File: config.mk
export PLATFORM = sky130hd
export DESIGN_NAME = progression_reversed_decimal_unit
export DESIGN_NICKNAME = d
export VERILOG_FILES = /design/src/rtl/core/prdu_pkg.sv /design/src/rtl/core/prdu_dp.sv /design/src/rtl/core/prdu_ctrl.sv /design/src/rtl/core/progression_reversed_decimal_unit.sv
export VERILOG_INCLUDE_DIRS = /design/src /design/src/rtl/core
export SDC_FILE = /design/constraint.sdc
export NUM_CORES = 1
export LEC_CHECK = 0
export BUFFER_PORTS_ARGS = -buffer_cell sky130_fd_sc_hd__buf_2
export CAP_MARGIN = 5
export CORE_UTILIZATION = 59
export DETAILED_ROUTE_END_ITERATION = 10
export GPL_TIMING_DRIVEN = 0
export PLACE_DENSITY = 0.75
export SLEW_MARGIN = 5
export SYNTH_ARGS = -nofsm -noshare
export SYNTH_HDL_FRONTEND = slang
export SYNTH_SLANG_ARGS = --single-unit
File: constraint.sdc
create_clock -name clk -period 7.4 [get_ports clk]
set_input_delay 1.11 -clock clk [delete_from_list [all_inputs] [get_ports clk]]
set_output_delay 1.11 -clock clk [all_outputs]
set_load 0.05 [all_outputs]
File: src/rtl/core/progression_reversed_decimal_unit_assert.svh
// Assertion macros for the progression reversed decimal unit
`ifndef PROGRESSION_REVERSED_DECIMAL_UNIT_ASSERT_SVH
`define PROGRESSION_REVERSED_DECIMAL_UNIT_ASSERT_SVH

`ifndef SYNTHESIS
// Same-cycle implication, checked on every clock edge outside reset.
`define PRDU_ASSERT_NOW(label, ante, cons) \
  label: assert property (@(posedge clk) disable iff (!rst_n) (ante) |-> (cons)) \
    else $error("prdu assertion failed");
// Next-cycle implication.
`define PRDU_ASSERT_NEXT(label, ante, cons) \
  label: assert property (@(posedge clk) disable iff (!rst_n) (ante) |=> (cons)) \
    else $error("prdu assertion failed");
`else
`define PRDU_ASSERT_NOW(label, ante, cons)
`define PRDU_ASSERT_NEXT(label, ante, cons)
`endif

`endif

File: src/rtl/core/prdu_pkg.sv
// Shared types and constants for the progression reversed decimal unit
package prdu_pkg;

  localparam int REG_W     = 32;
  localparam int REG_IDX_W = 1;
  localparam int CHAR_W    = 6;

  // Register indexes on the configuration port
  localparam logic [REG_IDX_W-1:0] REG_START_VALUE = 1'b0;
  localparam logic [REG_IDX_W-1:0] REG_STEP        = 1'b1;

  // ASCII codes, cut to the character width
  localparam logic [CHAR_W-1:0] ASCII_ZERO  = 6'd48;
  localparam logic [CHAR_W-1:0] ASCII_NINE  = 6'd57;
  localparam logic [CHAR_W-1:0] ASCII_MINUS = 6'd45;

  // Controller to datapath
  typedef struct packed {
    logic load;       // take a new term and start conversion
    logic conv;       // run one double-dabble step group
    logic shift;      // drop the digit just sent
    logic emit_sign;  // present the minus sign
  } prdu_cmd_t;

  // Datapath to controller
  typedef struct packed {
    logic digits_done;  // current digit is the most significant one
    logic negative;     // term being sent is negative
  } prdu_sts_t;

endpackage

File: src/rtl/core/prdu_dp.sv
// Datapath: config registers, term accumulator, binary to BCD converter, char select
module prdu_dp import prdu_pkg::*; #(
  parameter int TERM_WIDTH = 32
) (
  input  logic                 clk,
  input  logic                 rst_n,
  input  logic                 cfg_we,
  input  logic [REG_IDX_W-1:0] cfg_addr,
  input  logic [REG_W-1:0]     cfg_wdata,
  input  logic                 restart,
  input  prdu_cmd_t            cmd,
  output prdu_sts_t            sts,
  output logic [CHAR_W-1:0]    char_out
);

  localparam int CONV_STEPS = (TERM_WIDTH + 7) / 8;
  localparam int PAD_W      = CONV_STEPS * 8;
  localparam int NDIG       = (TERM_WIDTH * 77) / 256 + 1;
  localparam int BCD_W      = NDIG * 4;

  logic [REG_W-1:0]      start_r, start_nxt;
  logic [REG_W-1:0]      step_r, step_nxt;
  logic [TERM_WIDTH-1:0] term_r, term_nxt;
  logic                  started_r, started_nxt;
  logic                  neg_r, neg_nxt;
  logic [PAD_W-1:0]      bin_r, bin_nxt;
  logic [BCD_W-1:0]      bcd_r, bcd_nxt;

  logic [TERM_WIDTH-1:0] start_term;
  logic [TERM_WIDTH-1:0] step_term;
  logic [TERM_WIDTH-1:0] sel_term;
  logic [TERM_WIDTH-1:0] mag;
  logic [BCD_W-1:0]      dd_bcd;
  logic [PAD_W-1:0]      dd_bin;

  // Sign-extend the 32-bit registers, then cut to the term width
  logic [2*REG_W-1:0] start_ext, step_ext;
  assign start_ext  = {{REG_W{start_r[REG_W-1]}}, start_r};
  assign step_ext   = {{REG_W{step_r[REG_W-1]}}, step_r};
  assign start_term = start_ext[TERM_WIDTH-1:0];
  assign step_term  = step_ext[TERM_WIDTH-1:0];

  assign sel_term = (restart || !started_r) ? start_term : term_r;
  assign mag      = sel_term[TERM_WIDTH-1] ? (~sel_term + 1'b1) : sel_term;

  // Eight double-dabble steps per cycle
  always_comb begin
    dd_bcd = bcd_r;
    dd_bin = bin_r;
    for (int s = 0; s < 8; s++) begin
      for (int d = 0; d < NDIG; d++) begin
        if (dd_bcd[d*4 +: 4] >= 4'd5) begin
          dd_bcd[d*4 +: 4] = dd_bcd[d*4 +: 4] + 4'd3;
        end
      end
      dd_bcd = {dd_bcd[BCD_W-2:0], dd_bin[PAD_W-1]};
      dd_bin = {dd_bin[PAD_W-2:0], 1'b0};
    end
  end

  always_comb begin
    start_nxt   = start_r;
    step_nxt    = step_r;
    term_nxt    = term_r;
    started_nxt = started_r;
    neg_nxt     = neg_r;
    bin_nxt     = bin_r;
    bcd_nxt     = bcd_r;
    if (cfg_we) begin
      case (cfg_addr)
        REG_START_VALUE: start_nxt = cfg_wdata;
        REG_STEP:        step_nxt  = cfg_wdata;
        default:         ;
      endcase
    end
    if (cmd.load) begin
      term_nxt    = sel_term + step_term;
      started_nxt = 1'b1;
      neg_nxt     = sel_term[TERM_WIDTH-1];
      bin_nxt     = PAD_W'(mag);
      bcd_nxt     = '0;
    end else if (cmd.conv) begin
      bin_nxt = dd_bin;
      bcd_nxt = dd_bcd;
    end else if (cmd.shift) begin
      bcd_nxt = bcd_r >> 4;
    end
  end

  always_ff @(posedge clk) begin
    if (!rst_n) begin
      start_r   <= '0;
      step_r    <= '0;
      started_r <= 1'b0;
    end else begin
      start_r   <= start_nxt;
      step_r    <= step_nxt;
      started_r <= started_nxt;
    end
  end

  always_ff @(posedge clk) begin
    term_r <= term_nxt;
    neg_r  <= neg_nxt;
    bin_r  <= bin_nxt;
    bcd_r  <= bcd_nxt;
  end

  assign sts.digits_done = (bcd_r[BCD_W-1:4] == '0);
  assign sts.negative    = neg_r;
  assign char_out = cmd.emit_sign ? ASCII_MINUS : (ASCII_ZERO + CHAR_W'(bcd_r[3:0]));

endmodule

File: src/rtl/core/prdu_ctrl.sv
// Controller: accepts a request, sequences conversion and character beats
module prdu_ctrl import prdu_pkg::*; #(
  parameter int TERM_WIDTH = 32
) (
  input  logic      clk,
  input  logic      rst_n,
  input  logic      in_tvalid,
  output logic      in_tready,
  output logic      out_tvalid,
  input  logic      out_tready,
  output logic      out_tlast,
  input  prdu_sts_t sts,
  output prdu_cmd_t cmd
);

  localparam int CONV_STEPS = (TERM_WIDTH + 7) / 8;
  localparam int CNT_W      = (CONV_STEPS > 1) ? $clog2(CONV_STEPS) : 1;

  localparam logic [1:0] S_IDLE = 2'd0;
  localparam logic [1:0] S_CONV = 2'd1;
  localparam logic [1:0] S_DIG  = 2'd2;
  localparam logic [1:0] S_SIGN = 2'd3;

  logic [1:0]       state_r, state_nxt;
  logic [CNT_W-1:0] cnt_r, cnt_nxt;
  logic             dig_last;

  assign dig_last = sts.digits_done && !sts.negative;

  always_comb begin
    state_nxt = state_r;
    cnt_nxt   = cnt_r;
    case (state_r)
      S_IDLE: begin
        cnt_nxt = '0;
        if (in_tvalid) state_nxt = S_CONV;
      end
      S_CONV: begin
        cnt_nxt = cnt_r + 1'b1;
        if (cnt_r == CNT_W'(CONV_STEPS - 1)) state_nxt = S_DIG;
      end
      S_DIG: begin
        if (out_tready && sts.digits_done) begin
          state_nxt = sts.negative ? S_SIGN : S_IDLE;
        end
      end
      S_SIGN: begin
        if (out_tready) state_nxt = S_IDLE;
      end
      default: state_nxt = S_IDLE;
    endcase
  end

  always_ff @(posedge clk) begin
    if (!rst_n) begin
      state_r <= S_IDLE;
      cnt_r   <= '0;
    end else begin
      state_r <= state_nxt;
      cnt_r   <= cnt_nxt;
    end
  end

  assign in_tready  = (state_r == S_IDLE);
  assign out_tvalid = (state_r == S_DIG) || (state_r == S_SIGN);
  assign out_tlast  = (state_r == S_SIGN) || ((state_r == S_DIG) && dig_last);

  assign cmd.load      = (state_r == S_IDLE) && in_tvalid;
  assign cmd.conv      = (state_r == S_CONV);
  assign cmd.shift     = (state_r == S_DIG) && out_tready && !sts.digits_done;
  assign cmd.emit_sign = (state_r == S_SIGN);

endmodule

File: src/rtl/core/progression_reversed_decimal_unit.sv
// Top level: arithmetic progression sent as reversed decimal text
// Usage:
//   Each beat on the in_ channel requests the next term of the progression;
//   in_tdata bit 0 (restart) reloads the term from start_value first. The
//   first beat after reset always restarts. The term goes out on the out_
//   channel one ASCII character per beat, least significant digit first,
//   then '-' for a negative term; out_tlast marks the final character.
//   Configuration: cfg_addr 0 = start_value, 1 = step, written with cfg_we.
// Sequencing:
//   After an accepted beat, the term is converted in the double-dabble unit
//   (8 bits per cycle), then sent one character per beat. One term is in
//   flight at a time; in_tready is high only when idle.
// Reset and stall:
//   Reset clears both registers and the run, so the next request starts a new
//   run at start_value. When out_tready is low the current character and
//   out_tlast hold until taken.
module progression_reversed_decimal_unit import prdu_pkg::*; #(
  parameter int TERM_WIDTH = 32
) (
  input  logic                 clk,
  input  logic                 rst_n,
  input  logic                 in_tvalid,
  output logic                 in_tready,
  input  logic [7:0]           in_tdata,   // [0] restart, [7:1] zero
  output logic                 out_tvalid,
  input  logic                 out_tready,
  output logic [7:0]           out_tdata,  // [5:0] character, [7:6] zero
  output logic                 out_tlast,
  input  logic                 cfg_we,
  input  logic [REG_IDX_W-1:0] cfg_addr,
  input  logic [REG_W-1:0]     cfg_wdata
);

  prdu_cmd_t         cmd;
  prdu_sts_t         sts;
  logic [CHAR_W-1:0] char_out;

  prdu_ctrl #(.TERM_WIDTH(TERM_WIDTH)) u_ctrl (
    .clk        (clk),
    .rst_n      (rst_n),
    .in_tvalid  (in_tvalid),
    .in_tready  (in_tready),
    .out_tvalid (out_tvalid),
    .out_tready (out_tready),
    .out_tlast  (out_tlast),
    .sts        (sts),
    .cmd        (cmd)
  );

  prdu_dp #(.TERM_WIDTH(TERM_WIDTH)) u_dp (
    .clk       (clk),
    .rst_n     (rst_n),
    .cfg_we    (cfg_we),
    .cfg_addr  (cfg_addr),
    .cfg_wdata (cfg_wdata),
    .restart   (in_tdata[0]),
    .cmd       (cmd),
    .sts       (sts),
    .char_out  (char_out)
  );

  assign out_tdata = {2'b00, char_out};

`include "progression_reversed_decimal_unit_assert.svh"

  `PRDU_ASSERT_NOW(a_one_term_at_a_time, out_tvalid, !in_tready)
  `PRDU_ASSERT_NOW(a_char_legal, out_tvalid, ((out_tdata[5:0] >= ASCII_ZERO) && (out_tdata[5:0] <= ASCII_NINE)) || (out_tdata[5:0] == ASCII_MINUS))
  `PRDU_ASSERT_NOW(a_minus_is_last, out_tvalid && (out_tdata[5:0] == ASCII_MINUS), out_tlast)
  `PRDU_ASSERT_NEXT(a_idle_after_last, out_tvalid && out_tready && out_tlast, in_tready)

endmodule
# After elaboration in Yosys (flattened, before gate mapping)
# Index checks and enable logic that the tools add are counted.
word_totals:
  regBits: 174
  inputBits: 46
  out_inout_bits: 11
  elab_cells: 297
op_classes:
  n_addsub: 84
  magnitude_cmp: 80
  eq_ne: 8
  n_mux: 94
  n_bitwise: 2
  reduce_logical: 20
op_table:
  columns: ["operator", "count"]
  rows:
  - ["$ge A4 B3 Y1 const B", 80]
  - ["$add A4 B2 Y4 const B", 72]
  - ["$mux W4", 72]
  - ["$mux W32", 4]
  - ["$mux W40", 2]
  - ["$logic_not A36 Y1", 1]
  - ["$add A32 B1 Y32 const B", 1]
  - ["$add A32 B32 Y32", 1]
  - ["$not A32 Y32", 1]
  - ["$add A3 B2 Y3 const B", 8]
  - ["$mux W3", 8]
  - ["$mux W2", 5]
  - ["$pmux W2 S4", 1]
  - ["$add A5 B5 Y6 const A", 1]
  - ["$eq A2 B2 Y1 const B", 3]
  - ["$logic_and A1 B1 Y1", 6]
  - ["$mux W6", 1]
  - ["$reduce_bool A2 Y1", 3]
  - ["$ne A2 B1 Y1 const B", 2]
  - ["$ne A2 B2 Y1 const B", 2]
  - ["$pmux W2 S2", 1]
  - ["$reduce_and A2 Y1", 2]
  - ["$reduce_and A4 Y1", 1]
  - ["$logic_not A1 Y1", 3]
  - ["other kinds (5)", 7]

# Longest topological paths before layout
# Gate-level depths: netlist of run 1.
logic_depth:
  depth_word: 17
  mapped_depth: 40
  ltp_nobuf: 40

# Hierarchy
# From an unflattened synthesis of run 1, not the netlist that was laid out.
hier_totals:
  cells_unflattened: 2493
  area_unflattened_um2: 19500.0
by_module_without_submodules:
  columns: ["mod", "instances", "cells_per_inst", "area_per_inst_um2"]
  rows:
  - ["prdu_dp", 1, 2459, 19213.4]
  - ["prdu_ctrl", 1, 31, 267.8]
  - ["progression_reversed_decimal_unit", 1, 3, 18.8]

# Worst setup path after synthesis of run 1
# Ideal clock, no wire load.
synth_path:
  kind: "register -> register"
  from: "register u_dp.bcd_r[5]"
  to: "register u_dp.bcd_r[6]"
  arrival_ps: 6941
  required_time_ps: 7205
  path_slack_ps: 264
  path_stages_with_launch: 41
  n_path_buf: 0
  synth_period_minus_slack_ps: 7136
  path_cell_list: "dfxtp_1 -> inv_1 -> ha_1 -> and2b_1 -> o21ai_1 -> nor2_1 -> inv_1 -> ha_1 -> o21bai_1 -> a211oi_1 -> nor2_1 -> inv_1 -> ha_1 -> nor3_1 -> a221oi_1 -> a2bb2oi_1 -> inv_1 -> ha_1 -> [5 not listed] -> inv_1 -> o21ai_0 -> a21oi_1 -> nor2_1 -> nor2_1 -> ha_1 -> a2111oi_0 -> o31ai_1 -> mux2_4 -> inv_4 -> ha_1 -> o21ai_1 -> nor2b_1 -> nor2_1 -> a21oi_2 -> a32o_1 -> o22ai_1 -> a21oi_1"
synth_between:
  elab_chain_cells: 17
  elab_cells_between_ends: 29
  classes_between: "add/sub (8); order compare (8); mux (9); reduce/logical (4)"
synth_rtl:
  columns: ["item", "line_no", "text"]
  rows:
  - ["start: declaration", "prdu_dp.sv:27", "logic [BCD_W-1:0] bcd_r, bcd_nxt;"]
  - ["start signal: assignment", "prdu_dp.sv:106", "bcd_r <= bcd_nxt;"]
  - ["$add A4 B2 Y4 or $ge A4 B3 Y1 (tied branches)", "prdu_dp.sv:53, prdu_dp.sv:52", null]
  - ["$mux W4", "prdu_dp.sv:52", "if (dd_bcd[d*4 +: 4] >= 4'd5) begin"]
  - ["$add A4 B2 Y4 or $ge A4 B3 Y1 (tied branches)", "prdu_dp.sv:53, prdu_dp.sv:52", null]
  - ["$mux W4", "prdu_dp.sv:52", null]
  - ["$ge A4 B3 Y1 or $add A4 B2 Y4 (tied branches)", "prdu_dp.sv:52, prdu_dp.sv:53", null]
  - ["$mux W4", "prdu_dp.sv:52", null]
  - ["$add A4 B2 Y4 or $ge A4 B3 Y1 (tied branches)", "prdu_dp.sv:53, prdu_dp.sv:52", null]
  - ["$mux W4", "prdu_dp.sv:52", null]
  - ["$add A4 B2 Y4 or $ge A4 B3 Y1 (tied branches)", "prdu_dp.sv:53, prdu_dp.sv:52", null]
  - ["$mux W4", "prdu_dp.sv:52", null]
  - ["$ge A4 B3 Y1 or $add A4 B2 Y4 (tied branches)", "prdu_dp.sv:52, prdu_dp.sv:53", null]
  - ["$mux W4", "prdu_dp.sv:52", null]
  - ["$ge A4 B3 Y1 or $add A4 B2 Y4 (tied branches)", "prdu_dp.sv:52, prdu_dp.sv:53", null]
  - ["$mux W4", "prdu_dp.sv:52", null]
  - ["$add A4 B2 Y4 or $ge A4 B3 Y1 (tied branches)", "prdu_dp.sv:53, prdu_dp.sv:52", null]
  - ["$mux W4", "prdu_dp.sv:52", null]
  - ["$mux W40", "prdu_dp.sv:82", "end else if (cmd.conv) begin"]
# Several ways; a longest one is shown, not always the timed one.
# A chain may end at the register's enable or synchronous reset.

# Final worst setup path of run 1
layout_path:
  from: "register u_dp.bcd_r[9]"
  to: "register u_dp.bcd_r[12]"
layout_between:
  elab_chain_cells: 17
  elab_cells_between_ends: 29
  classes_between: "add/sub (8); order compare (8); mux (9); reduce/logical (4)"
layout_rtl:
  columns: ["item", "line_no"]
  rows:
  - ["$add A4 B2 Y4 or $ge A4 B3 Y1 (tied branches)", "prdu_dp.sv:53, prdu_dp.sv:52"]
  - ["$mux W4", "prdu_dp.sv:52"]
  - ["$add A4 B2 Y4 or $ge A4 B3 Y1 (tied branches)", "prdu_dp.sv:53, prdu_dp.sv:52"]
  - ["$mux W4", "prdu_dp.sv:52"]
  - ["$ge A4 B3 Y1 or $add A4 B2 Y4 (tied branches)", "prdu_dp.sv:52, prdu_dp.sv:53"]
  - ["$mux W4", "prdu_dp.sv:52"]
  - ["$add A4 B2 Y4 or $ge A4 B3 Y1 (tied branches)", "prdu_dp.sv:53, prdu_dp.sv:52"]
  - ["$mux W4", "prdu_dp.sv:52"]
  - ["$add A4 B2 Y4 or $ge A4 B3 Y1 (tied branches)", "prdu_dp.sv:53, prdu_dp.sv:52"]
  - ["$mux W4", "prdu_dp.sv:52"]
  - ["$ge A4 B3 Y1 or $add A4 B2 Y4 (tied branches)", "prdu_dp.sv:52, prdu_dp.sv:53"]
  - ["$mux W4", "prdu_dp.sv:52"]
  - ["$add A4 B2 Y4 or $ge A4 B3 Y1 (tied branches)", "prdu_dp.sv:53, prdu_dp.sv:52"]
  - ["$mux W4", "prdu_dp.sv:52"]
  - ["$add A4 B2 Y4 or $ge A4 B3 Y1 (tied branches)", "prdu_dp.sv:53, prdu_dp.sv:52"]
  - ["$mux W4", "prdu_dp.sv:52"]
  - ["$mux W40", "prdu_dp.sv:82"]
# Several ways; a longest one is shown, not always the timed one.

==> impl_metrics.csv, run 1 <==
group,metric,value,unit
synthesis,synth.largest_area_cell,"dfxtp_1",
critical_path,path_class,"register to register",
drt,drc_errors,0,
finish,fill_cells,2781,
synthesis,synth_top_family_by_area,"compound AO/OA/AOI/OAI gates",
placed_design,gp_congestion,0.911,
critical_path,cpMaxStageDelayCell,"or4_1",
synthesis,synth_area_leaders,"dfxtp_1 11%, edfxtp_1 10%, ha_1 7.4%, nand2_1 6.2%, mux2i_1 4.6%",
critical_path,crit_top_cell,"ha_1",
grt,grt_overflow_total,0,
drt,drt-vias-per-instance,6.17,
finish,diodes,0,
critical_path,arrival,7520,ps
critical_path,end_kind,"register",
placed_design,portBuffers,45,
worst_hold_path,min-delay-path-class,"register to register",
synthesis,synth-edff-count,65,
grt,met1_usage,0.371,
drt,first_pass_iters,6,
clock_network,path_clk_slew,70,ps
critical_path,worstPathRequired,7730,ps
finish,nets,2736,
drt,drt-initial-drc-count,1346,
grt,grt_use_met2,0.513,
timing,period_needed,7190,ps
timing,setup_violations,0,
flow_run,maxCapViolCount,0,
synthesis,syn_avg_cell_area,7.86,sq um
clock_network,hold_buffers,0,
timing,maxSlewViolCount,0,
synthesis,synth_top_area_share,0.112,
clock_network,cts_sinks,174,
synthesis,synth-simple-area-share,0.211,
critical_path,cp_max_fo,5,
grt,grt_pass1_vias,17600,
synthesis,synth.area.mux_share,0.0849,
synthesis,ys_seq_area_frac,0.211,
drt,ant_nets,0,
floorplan,start_util,0.600,
synthesis,yosys_most_used_dff,"dfxtp_1",
drt,drt-total-wl,50.9,mm
status,status,"complete, no violations",
timing,min_period_over_period,0.972,
floorplan,core_area,0.0326,sq mm
grt,gr-max-usage-layer,"met2",
clock_network,ctsHtreeMaxLevel,4,
clock_network,numCtsBuffers,17,
finish,syn_to_final_growth,9.09,%
placed_design,hpwl,39.0,mm
floorplan,fp.dieW,184,microns
finish,layout-drive-gt1-share,0.156,
critical_path,startpoint_type,"register",
floorplan,num_rows,66,
synthesis,synth_cell_type_count,143,
clock_network,clock_path_buffers,2,
synthesis,async_reset_ff_frac,0,
synthesis,netlist_area,0.0196,sq mm
timing,skew,9.42,ps
timing,tightest_slew,842,ps
critical_path,max_stage_delay,480,ps
clock_network,cts_root_buffer,"clkbuf_16",
grt,met3_usage,0.0324,
finish,fin_util,0.654,
synthesis,synth_xor_area_frac,0.0441,
timing,rsz0062_at_grt,"yes",
grt,grt_max_degree,33,
grt,grt_usage,0.294,
grt,antenna_found_initial,0,
timing,fmax,139,MHz
drt,route.vias.total,18700,
timing,hold_viol,0,
synthesis,yosys_warnings,0,
synthesis,synth_fa_ha_area_frac,0.0757,
synthesis,synthCells,2491,
synthesis,ys_top_cells_by_count,"325 x nand2_1, 177 x nor2_1, 164 x o21ai_0",
drt,post_drt_wl_per_cell,16.8,microns
floorplan,io_pins,57,
clock_network,cts_tree,"yes",
clock_network,insertion_delay,440,ps
floorplan,dieArea,0.0339,sq mm
grt,grt_pass1_wl,82.5,mm
timing,slew_headroom,0.437,
synthesis,yosysMostFrequentCell,"nand2_1",
floorplan,die_y,184,microns
synthesis,ys_ff_latch,174,
synthesis,synth_compound_area_frac,0.319,
metal layers:
metal | vias up | part of all wire | wire (microns)
li1 | 9253 | - | -
met2 | 534 | 0.48 | 24500
met5 | - | 0 | 0
met4 | 0 | 0.029 | 1480
met3 | 108 | 0.049 | 2500
met1 | 8791 | 0.44 | 22400
registers in the layout, indices dropped and copies added, names as in the netlist:
signal and flops:
u_dp.bcd_r 40, u_dp.bin_r 32, u_dp.start_r 32, u_dp.step_r 32, u_dp.term_r 32, u_ctrl.cnt_r 2
u_ctrl.state_r 2, u_dp.neg_r 1, u_dp.started_r 1
layout by cell type (no fill, tap or decap), drive strengths merged, types with 19 or more instances in the layout:
master,netlist,final
a211oi,59,59
a21boi,85,85
a21o,35,35
a21oi,154,154
and2,27,27
and3,23,23
buf,34,95
clkbuf,69,91
dfxtp,109,109
edfxtp,65,65
ha,116,116
inv,153,158
mux2,51,51
mux2i,98,98
nand2,329,329
nand2b,42,42
nand3,35,35
nor2,180,180
nor2b,30,30
nor3,54,54
o211ai,37,37
o21a,27,27
o21ai,221,221
o21bai,19,19
o22ai,28,28
or2,50,50
or3,26,26
xnor2,66,66
xor2,20,20
worst paths after layout:
check	start	end	slack [ps]	depth (start not counted)
min	u_dp.start_r[26]$_SDFFE_PN0P_	u_dp.start_r[26]$_SDFFE_PN0P_	460	2
max reg2reg	u_dp.bcd_r[9]$_SDFFE_PP0P_	u_dp.bcd_r[12]$_SDFFE_PP0P_	210	35
min reg2reg	u_dp.start_r[26]$_SDFFE_PN0P_	u_dp.start_r[26]$_SDFFE_PN0P_	460	2
max	u_dp.bcd_r[9]$_SDFFE_PP0P_	u_dp.bcd_r[12]$_SDFFE_PP0P_	210	35
worst max-delay path: cells and delay by family (launching register included):
family,cells,cell delay (ps)
multiplexers,1,400
adder cells (fa/ha/maj),7,1390
flip-flops,1,420
AND/OR/NAND/NOR,7,1770
buffers and inverters,6,450
AO/OA/AOI/OAI,14,2620
timing repair:
action,in CTS,in global routing
gates resized for setup,15,45
endpoints found under the setup margin,14,25
pin swaps,3,15
cloned,0,0
buffers inserted,2,13
stage by stage:
step / setup TNS [ps] / cell area, sq um / setup slack (ps) / hold slack (ps) / cells
6_report: 0 / 21300 / 207 / 462 / 3028
5_1_grt: -332 / 21300 / -130 / 483 / 3028
4_1_cts: 0 / 21100 / 7.99 / 468 / 3015
3_5_place_dp: -7290 / 20400 / -710 / 450 / 2981
3_3_place_gp: -4560 / 20400 / -670 / 446 / 2979
2_1_floorplan: 0 / 19600 / 264 / 433 / 2492
cell families after synthesis:
group,count (synthesis)
compound gates,855
xor+xnor,86
fa+ha+maj,118
buf+inv,256
flops,174
mux,150
other cells,2
simple gates,850
final cells by class:
cell class	instances	area [sq um]	share of cell area
Buffer	103	478	0.0224
Multi-Input combinational cell	2062	14600	0.684
Inverter	153	579	0.0271
Timing Repair Buffer	62	378	0.0177
Sequential cell	174	4150	0.194
Tap cell	442	553	0.0259
Clock buffer	21	492	0.0230
Clock inverter	11	125	0.00586
Power of run 1 is not shown: default switching activity piles up to over one toggle a cycle in this logic, so the estimate is an artifact.
==> run 2, diff against run 1 <==
--- a/config.mk
+++ b/config.mk
@@ -8,10 +8,10 @@
 export LEC_CHECK = 0
 export BUFFER_PORTS_ARGS = -buffer_cell sky130_fd_sc_hd__buf_2
 export CAP_MARGIN = 5
-export CORE_UTILIZATION = 59
+export CORE_UTILIZATION = 65
 export DETAILED_ROUTE_END_ITERATION = 10
 export GPL_TIMING_DRIVEN = 0
-export PLACE_DENSITY = 0.75
+export PLACE_DENSITY = 0.79
 export SLEW_MARGIN = 5
 export SYNTH_ARGS = -nofsm -noshare
 export SYNTH_HDL_FRONTEND = slang
==> constraint.sdc (replaced) <==
create_clock -name clk -period 7.7 [get_ports clk]
set_input_delay 1.155 -clock clk [delete_from_list [all_inputs] [get_ports clk]]
set_output_delay 1.155 -clock clk [all_outputs]
set_load 0.05 [all_outputs]
==> run 2 against run 1 <==
Hold slack improved by 1.6 ps. Fmax down 3.1%. Final area shrank 1.1%. Flip-flop and latch count stayed put. Global-route usage up 2.6 points. Critical path type unchanged. Highest routed layer unchanged.
==> impl_metrics.csv, run 2 (synthesized netlist as in run 1, its figures left out) <==
group,metric,value,unit
finish,fin_util,0.712,
drt,first_pass_iters,6,
floorplan,num_rows,63,
placed_design,portBuffers,45,
finish,final_common_cell,"nand2_1",
clock_network,cts_sinks,174,
grt,grt_overflow_total,0,
drt,post_drt_wl_per_cell,16.8,microns
finish,syn_to_final_growth,7.86,%
flow_run,maxCapViolCount,0,
clock_network,ctsHtreeMaxLevel,4,
timing,hold_viol,0,
drt,drt-total-wl,49.7,mm
timing,min_period_over_period,0.964,
placed_design,hpwl,38.5,mm
clock_network,insertion_delay,440,ps
placed_design,gp_congestion,0.894,
worst_hold_path,hold_start,"u_dp.start_r[28]$_SDFFE_PN0P_",
clock_network,numCtsBuffers,17,
floorplan,die_y,176,microns
critical_path,end_kind,"register",
critical_path,worst-r2r-cell-count,40,
floorplan,start_util,0.660,
drt,route.vias.total,18700,
timing,fmax,135,MHz
critical_path,startpoint,"u_dp.bcd_r[1]$_SDFFE_PP0P_",
critical_path,cp_max_fo,6,
critical_path,arrival,7710,ps
floorplan,dieArea,0.0308,sq mm
finish,fill_cells,2375,
timing,rsz0062_at_grt,"yes",
floorplan,io_pins,57,
grt,grt_max_degree,26,
critical_path,max_stage_delay,410,ps
grt,grt_pass1_vias,17400,
finish,max_flop_register,"u_dp.bcd_r",
finish,diodes,0,
finish,largest_reg_flops,40,
drt,ant_nets,0,
clock_network,cts_tree,"yes",
critical_path,regToRegSetupSlack,280,ps
critical_path,path_class,"register to register",
critical_path,reg2reg_from,"u_dp.bcd_r[1]$_SDFFE_PP0P_",
floorplan,core_area,0.0296,sq mm
drt,drt-initial-drc-count,1308,
worst_hold_path,worst_hold_path.endpoint,"u_dp.start_r[28]$_SDFFE_PN0P_",
critical_path,cpMaxStageDelayCell,"or3_4",
timing,maxSlewViolCount,0,
clock_network,cts_root_buffer,"clkbuf_16",
finish,nets,2726,
worst_hold_path,min_path_cells,2,
timing,period_needed,7420,ps
critical_path,r2r-end,"u_dp.bcd_r[6]$_SDFFE_PP0P_",
timing,skew,12.8,ps
clock_network,path_clk_slew,70,ps
critical_path,worstPathRequired,7990,ps
grt,antenna_found_initial,0,
floorplan,fp.dieW,176,microns
finish,final_cell_mix,"324 x nand2_1, 174 x nor2_1, 163 x o21ai_0",
critical_path,startpoint_type,"register",
drt,drt-vias-per-instance,6.29,
finish,layout-drive-gt1-share,0.147,
timing,setup_violations,0,
status,status,"complete, no violations",
grt,grt_pass1_wl,82.5,mm
timing,slew_headroom,0.400,
clock_network,clock_path_buffers,2,
timing,tightest_slew,891,ps
worst_hold_path,min-delay-path-class,"register to register",
grt,grt_usage,0.320,
drt,drc_errors,0,
==> run 2: cell count changes in the layout (fill, tap and decap cells not counted), sizes merged <==
cell,before,now
clkinv,3,5
buf,95,85
clkbuf,91,90
inv,158,157
==> run 2: final cells by class <==
| class | count | area (sq um) | area share |
|---|---|---|---|
| multi-input cells | 2062 | 14500 | 0.688 |
| plain buffers | 103 | 474 | 0.0225 |
| clock inverters | 12 | 133 | 0.00628 |
| repair buffers | 52 | 318 | 0.0151 |
| clock buffers | 20 | 457 | 0.0216 |
| flip-flops and latches | 174 | 4140 | 0.196 |
| inverters | 153 | 579 | 0.0274 |
| well taps | 390 | 488 | 0.0231 |
==> run 2: worst max-delay path by stage <==
stage	end	slack, ps	depth (start not counted)
after floorplan	u_dp.bcd_r[6]$_SDFFE_PP0P_	560	40
after global placement	u_dp.bcd_r[6]$_SDFFE_PP0P_	-300	40
after detailed placement	u_dp.bcd_r[6]$_SDFFE_PP0P_	-420	40
after CTS	u_dp.bcd_r[6]$_SDFFE_PP0P_	30	40
after global routing	u_dp.bcd_r[6]$_SDFFE_PP0P_	-180	40
final	u_dp.bcd_r[6]$_SDFFE_PP0P_	280	40
==> run 2: through the flow <==
stage	TNS (ps)	instance area [sq um]	hold slack (ps)	setup slack, ps	instances
2_1_floorplan	0	19600	433	564	2492
3_3_place_gp	-876	20300	449	-297	2927
3_5_place_dp	-3400	20300	452	-425	2929
4_1_cts	0	21000	470	25.1	2962
5_1_grt	-361	21100	491	-175	2966
6_report	0	21100	464	276	2966
==> run 2: timing repair <==
item	4_1_cts	5_1_grt
setup buffers	1	4
setup endpoints to repair	8	19
hold buffers	0	0
resized for setup	3	36
pin swaps	1	7
==> run 2: critical path, delay by kind of cell (launching register included) <==
kind | cells | cell delay (ps)
buffers and inverters | 7 | 550
adders and majority gates | 7 | 1410
and+or+nand+nor | 11 | 1820
muxes | 1 | 320
AOI/OAI and AO/OA | 14 | 2780
DFF | 1 | 380
==> run 2: layer usage <==
layer | vias to the layer above | part of all wire | GRT usage
met1 | 8773 | 0.45 | 0.421
met2 | 564 | 0.48 | 0.554
met5 | - | 0 | 0
met3 | 91 | 0.056 | 0.0374
met4 | 0 | 0.019 | 0.0815
li1 | 9227 | - | -
Power of run 2 is left out for the same reason.
